[src/rtl/ccs_pkg.sv]
// ccs_pkg: types and constants for the comment stripper core.
// Used by cpp_comment_stripper_core; no dependencies.
`timescale 1ns / 1ps

package ccs_pkg;

	localparam logic [7:0] CH_SLASH = 8'h2F;
	localparam logic [7:0] CH_STAR  = 8'h2A;
	localparam logic [7:0] CH_NL    = 8'h0A;
	localparam logic [7:0] CH_TAB   = 8'h09;
	localparam logic [7:0] CH_SPACE = 8'h20;

	typedef enum logic [1:0] {
		MODE_CODE  = 2'd0,
		MODE_LINE  = 2'd1,
		MODE_BLOCK = 2'd2
	} mode_t;

	typedef struct packed {
		logic [7:0] data;
		logic       vld;
		logic       last;
	} res_t;

endpackage

[src/rtl/cpp_comment_stripper_core.sv]
// cpp_comment_stripper_core: streaming C++ comment remover / masker.
// Depends on ccs_pkg (mode_t, res_t, character constants).
//
//   channel  | handshake              | payload
//   ---------+------------------------+-----------------------------
//   input    | in_valid / in_ready    | in_byte, in_last
//   result   | res_valid / res_ready  | out_byte, out_valid, out_last
//   config   | cfg_valid / cfg_ready  | cfg_data (repl_char)
//
// One input word is taken per cycle; it yields zero to two result words in
// the same cycle into a four-entry result buffer, drained one word a cycle while
// res_ready is high. in_ready drops while fewer than two buffer entries are free.
// Reset (arst_n low) clears mode, held delimiter, buffer and repl_char.
`timescale 1ns / 1ps

module cpp_comment_stripper_core
	import ccs_pkg::*;
(
	input  logic       clk,
	input  logic       arst_n,
	input  logic       in_valid,
	output logic       in_ready,
	input  logic [7:0] in_byte,
	input  logic       in_last,
	output logic       res_valid,
	input  logic       res_ready,
	output logic [7:0] out_byte,
	output logic       out_valid,
	output logic       out_last,
	input  logic       cfg_valid,
	output logic       cfg_ready,
	input  logic [7:0] cfg_data
);

	mode_t       mode_q, mode_d;
	logic        held_q, held_d;
	logic [7:0]  repl_q;

	res_t        buf_q [4];
	logic [1:0]  wr_q, rd_q;
	logic [2:0]  cnt_q;

	logic        in_acc, res_acc, rep_on;
	logic [1:0]  n;
	res_t        r [2];
	logic [7:0]  cm_byte;

	assign in_ready  = (cnt_q <= 3'd2);
	assign in_acc    = in_valid & in_ready;
	assign res_valid = (cnt_q != 3'd0);
	assign res_acc   = res_valid & res_ready;
	assign cfg_ready = 1'b1;
	assign rep_on    = (repl_q != 8'd0);

	assign out_byte  = buf_q[rd_q].data;
	assign out_valid = buf_q[rd_q].vld;
	assign out_last  = buf_q[rd_q].last;

	// comment byte: whitespace kept, everything else masked
	always_comb begin
		case (in_byte)
			CH_TAB, CH_NL, CH_SPACE: cm_byte = in_byte;
			default: cm_byte = repl_q;
		endcase
	end

	// next state
	always_comb begin
		mode_d = mode_q;
		held_d = held_q;
		case (mode_q)
			MODE_LINE: begin
				if (in_byte == CH_NL) mode_d = MODE_CODE;
			end
			MODE_BLOCK: begin
				if (held_q) begin
					if (in_byte == CH_SLASH) begin
						held_d = 1'b0;
						mode_d = MODE_CODE;
					end else if (in_byte != CH_STAR) begin
						held_d = 1'b0;
					end
				end else if (in_byte == CH_STAR) begin
					held_d = 1'b1;
				end
			end
			default: begin
				mode_d = MODE_CODE;
				if (held_q) begin
					held_d = 1'b0;
					if (in_byte == CH_SLASH) mode_d = MODE_LINE;
					else if (in_byte == CH_STAR) mode_d = MODE_BLOCK;
				end else if (in_byte == CH_SLASH) begin
					held_d = 1'b1;
				end
			end
		endcase
		if (in_last) begin
			held_d = 1'b0;
			mode_d = MODE_CODE;
		end
	end

	// result words
	always_comb begin
		logic fl_held;
		fl_held = 1'b0;
		n = 2'd0;
		r[0] = '{data: 8'd0, vld: 1'b0, last: 1'b0};
		r[1] = '{data: 8'd0, vld: 1'b0, last: 1'b0};
		case (mode_q)
			MODE_LINE: begin
				if (rep_on) begin
					r[0] = '{data: cm_byte, vld: 1'b1, last: 1'b0};
					n = 2'd1;
				end
			end
			MODE_BLOCK: begin
				if (held_q) begin
					if (in_byte == CH_SLASH) begin
						if (rep_on) begin
							r[0] = '{data: repl_q, vld: 1'b1, last: 1'b0};
							r[1] = '{data: repl_q, vld: 1'b1, last: 1'b0};
							n = 2'd2;
						end
					end else if (in_byte == CH_STAR) begin
						fl_held = 1'b1;
						if (rep_on) begin
							r[0] = '{data: repl_q, vld: 1'b1, last: 1'b0};
							n = 2'd1;
						end
					end else if (rep_on) begin
						r[0] = '{data: repl_q, vld: 1'b1, last: 1'b0};
						r[1] = '{data: cm_byte, vld: 1'b1, last: 1'b0};
						n = 2'd2;
					end
				end else if (in_byte == CH_STAR) begin
					fl_held = 1'b1;
				end else if (rep_on) begin
					r[0] = '{data: cm_byte, vld: 1'b1, last: 1'b0};
					n = 2'd1;
				end
			end
			default: begin
				if (held_q) begin
					if (in_byte inside {CH_SLASH, CH_STAR}) begin
						if (rep_on) begin
							r[0] = '{data: repl_q, vld: 1'b1, last: 1'b0};
							r[1] = '{data: repl_q, vld: 1'b1, last: 1'b0};
							n = 2'd2;
						end
					end else begin
						r[0] = '{data: CH_SLASH, vld: 1'b1, last: 1'b0};
						r[1] = '{data: in_byte, vld: 1'b1, last: 1'b0};
						n = 2'd2;
					end
				end else if (in_byte == CH_SLASH) begin
					r[0] = '{data: CH_SLASH, vld: 1'b0, last: 1'b0};
					fl_held = 1'b1;
				end else begin
					r[0] = '{data: in_byte, vld: 1'b1, last: 1'b0};
					n = 2'd1;
				end
			end
		endcase
		if (in_last) begin
			// flush a held delimiter: '*' in block comment, '/' in code
			if (fl_held) begin
				if (mode_q == MODE_BLOCK) begin
					if (rep_on) begin
						r[n[0]] = '{data: repl_q, vld: 1'b1, last: 1'b0};
						n = n + 2'd1;
					end
				end else begin
					r[0] = '{data: CH_SLASH, vld: 1'b1, last: 1'b0};
					n = 2'd1;
				end
			end
			if (n == 2'd0) begin
				r[0] = '{data: 8'd0, vld: 1'b0, last: 1'b0};
				n = 2'd1;
			end
			if (n == 2'd1) r[0].last = 1'b1;
			else r[1].last = 1'b1;
		end
	end

	always_ff @(posedge clk or negedge arst_n) begin
		if (!arst_n) begin
			mode_q <= MODE_CODE;
			held_q <= 1'b0;
			repl_q <= 8'd0;
			wr_q   <= 2'd0;
			rd_q   <= 2'd0;
			cnt_q  <= 3'd0;
		end else begin
			if (cfg_valid) repl_q <= cfg_data;
			if (in_acc) begin
				mode_q <= mode_d;
				held_q <= held_d;
				wr_q   <= wr_q + n;
			end
			if (res_acc) rd_q <= rd_q + 2'd1;
			cnt_q <= cnt_q + (in_acc ? {1'b0, n} : 3'd0) - {2'd0, res_acc};
		end
	end

	always_ff @(posedge clk) begin
		if (in_acc) begin
			if (n != 2'd0) buf_q[wr_q] <= r[0];
			if (n == 2'd2) buf_q[wr_q + 2'd1] <= r[1];
		end
	end

endmodule

[config.mk]
export PLATFORM = sky130hd
export DESIGN_NAME = cpp_comment_stripper_core
export DESIGN_NICKNAME = d
export VERILOG_FILES = /design/src/rtl/ccs_pkg.sv /design/src/rtl/cpp_comment_stripper_core.sv
export SDC_FILE = /design/constraint.sdc
export NUM_CORES = 1
export LEC_CHECK = 0
export ABC_AREA = 1
export BUFFER_PORTS_ARGS = -buffer_cell sky130_fd_sc_hd__buf_2
export CAP_MARGIN = 0
export CORE_ASPECT_RATIO = 1.75
export CORE_MARGIN = 3
export CORE_UTILIZATION = 25
export CTS_CLUSTER_DIAMETER = 200
export CTS_CLUSTER_SIZE = 24
export DETAILED_ROUTE_END_ITERATION = 8
export MAX_ROUTING_LAYER = met4
export PLACE_DENSITY = 0.5
export SLEW_MARGIN = 0
export SYNTH_ARGS = -nofsm -noshare
export SYNTH_HDL_FRONTEND = slang
export SYNTH_SLANG_ARGS = --single-unit
[constraint.sdc]
create_clock -name clk -period 10.04 [get_ports clk]
set_input_delay 1.506 -clock clk [delete_from_list [all_inputs] [get_ports clk]]
set_output_delay 1.506 -clock clk [all_outputs]
set_load 0.005 [all_outputs]
==> flow_summary_export.csv <==
group,metric,value,unit
floorplan,core_area,18220,sq um
place,dp_hpwl,11380,microns
synth,synth_area,4677,sq um
timing,rsz0062_at_grt,"no",
synth,syn_area_per_cell,7.218,sq um
clock_tree,clock_latency,330,ps
timing,clock.fmax,189.9,MHz
detailed_routing,wl_per_cell,15.77,microns
critical_path,critPathLaunchType,"input port",
global_route,grt-ovfl-total,0,
clock_tree,cts.sinks,58,
finish,final-instance-count-excl-fill,902,
job,cap_violations,0,
global_route,grt_pass1_vias,4467,
synth,async_flop_share,31.03,%
critical_path,worstReg2RegEnd,"cnt_q[2]$_DFF_PN0_",
finish,final_cell_mix,"nand2_1 (205), nor2_1 (60), o21ai_0 (51)",
floorplan,die_h,186.9,microns
power,power_leakage,2.381,nW
timing,period_minus_slack,5267,ps
power,ir_worst_vdd,0.1867,mV
timing,fin_crit_sh,52.46,%
finish,fin_util,29.09,%
synth,ys.flop_type,"edfxtp_1",
detailed_routing,drtIter0Drc,189,
timing,setup_viol,0,
synth,yosysWarnings,0,
finish,fillCellCount,2067,
detailed_routing,totalWireLength,14220,microns
critical_path,crit_end,"cnt_q[2]$_DFF_PN0_",
global_route,grt_antenna_before_repair,0,
power,powerDensity,267.7,nW/um^2
synth,ys_seq_area_share,35.31,%
critical_path,rr_worst_depth,16,
critical_path,startpoint,"in_byte[6]",
critical_path,endpoint_kind,"flip-flop",
finish,layout_commonest_cell,"nand2_1",
timing,relSlewSlack,21.58,%
timing,worst_pin_slew,1174,ps
critical_path,critPathRequiredTime,10290,ps
critical_path,critical_path_class,"in2reg",
finish,area_delta_synth_final,13.32,%
synth,synth-edff-count,40,
detailed_routing,ant_nets,0,
floorplan,die_area,20450,sq um
finish,final_nets,693,
timing,fin_setup_tns,0,ps
power,total_power,1.419,mW
finish,n_antenna_cell,0,
clock_tree,cts_root_buffer,"clkbuf_16",
floorplan,num_rows,65,
clock_tree,cts_tree,"done",
place,placedCellCount,886,
clock_tree,cts_resized,0,
synth,syn_nets,678,
critical_path,worst-path-max-fanout,45,
floorplan,ios,35,
status,status,"finished clean",
floorplan,die_x,109.4,microns
global_route,grt_pass1_wl,23630,microns
clock_tree,cts_setup_buffers,0,
timing,hold_viol,0,
timing,maxSlewViolCount,0,
synth,synth-seq-cells,58,
critical_path,r2r-start,"mode_q[0]$_DFFE_PN0P_",
place,portBuffers,33,
detailed_routing,vias,4399,
timing,clock_skew,6.414,ps
clock_tree,cts.reportedPaths.clkPinSlew,50,ps
global_route,grt_usage,15.15,%
detailed_routing,drcViolationCount,0,
clock_tree,cts-buffers-inserted,9,
floorplan,initial_core_util,25.67,%
place,place_congestion,0.8961,
detailed_routing,via_per_inst,4.877,
clock_tree,cts.path.max_buffers,2,
detailed_routing,firstDrtPassIters,5,
synth,netlist_instances,648,
hold_path,min-delay-path-class,"reg2reg",
critical_path,arrival,5520,ps
finish,drive_above_1_share,15.27,%
clock_tree,ctsHoldBuffers,0,
clock_tree,htreeDepth,3,
synth,synth_cell_type_count,45,
global_route,grt_max_degree,46,
critical_path,rrSetupSlack,5010,ps
## registers in the layout, summed over array words and instances, names as in the netlist
register and count:
held_q 1, buf_q 40, wr_q 2, cnt_q 3
rd_q 2, repl_q 8, mode_q 2
## layer usage
layer | vias to the layer above | part of all wire [%] | track usage (%)
met5 | - | 0 | -
met4 | 0 | 4.3 | 7.345
met3 | 38 | 3.2 | 2.280
met2 | 110 | 55 | 27.15
met1 | 2016 | 37 | 15.69
li1 | 2235 | - | -
## metrics by stage
step	worst slack [ps]	instance area, sq um	hold WS, ps
after detailed placement	4441	4980	494.5
after CTS	4784	5300	503.2
after floorplan	5402	4677	464.2
after global placement	4499	4980	503.1
after global routing	4348	5300	530.9
final	4773	5300	499.9
## layout make-up
class / instances / area (sq um) / share of cell area [%]
timing repair buffer: 40 / 217.7 / 4.108
inverter: 51 / 193.9 / 3.659
clock inverter: 6 / 91.34 / 1.723
tap: 234 / 292.8 / 5.524
clock buffer: 10 / 229.0 / 4.320
multi-input combinational: 503 / 2624 / 49.50
sequential: 58 / 1652 / 31.16
## worst min-delay path by stage
stage	startpoint	slack, ps	depth (start not counted)	end
final	cnt_q[2]$_DFF_PN0_	500	1	cnt_q[2]$_DFF_PN0_
after global routing	cnt_q[2]$_DFF_PN0_	530	1	cnt_q[2]$_DFF_PN0_
after CTS	cnt_q[2]$_DFF_PN0_	500	1	cnt_q[2]$_DFF_PN0_
after detailed placement	cnt_q[2]$_DFF_PN0_	490	1	cnt_q[2]$_DFF_PN0_
after global placement	cnt_q[2]$_DFF_PN0_	500	1	cnt_q[2]$_DFF_PN0_
after floorplan	cnt_q[2]$_DFF_PN0_	460	1	cnt_q[2]$_DFF_PN0_
## power breakdown
part	total, mW	internal, mW	leakage [nW]	switching [mW]
Clock	0.327	0.217	0.145	0.110
Combinational	0.723	0.223	1.65	0.500
Sequential	0.369	0.332	0.585	0.0365
## cell usage after synthesis (all sizes together), types with 7 or more instances
cell / n / area [sq um]
nand2: 218 / 885.9
o21ai: 54 / 281.5
nand3: 50 / 330.3
a21oi: 18 / 101.4
ha: 7 / 87.58
edfxtp: 40 / 1201
clkbuf: 21 / 78.83
o22ai: 11 / 68.82
inv: 49 / 186.4
nor2: 68 / 299.0
nand4: 49 / 342.8
buf: 15 / 128.9
dfrtp: 18 / 450.4
## critical path, cell delays in order
cell	delay (ps)
buf_2	120
nor2_2	200
nand2_1	110
inv_2	110
nand2_4	130
nand2_2	320
nand2_1	120
nand2_1	90
nand2_2	80
inv_2	100
ha_1	120
nand3b_1	160
nand4_4	160
a21oi_4	950
inv_1	120
ha_1	340
fa_1	430
xnor2_1	180
xor2_1	150
## cell families after synthesis
logic type / after synthesis / synth area share [%]
fa+ha+maj: 8 / 2.301
flops: 58 / 35.31
compound gates: 98 / 12.15
simple gates: 392 / 40.82
buf+inv: 87 / 8.588
xor+xnor: 4 / 0.7492
other cells: 1 / 0.08018
Power figures use the tool's default switching activity.
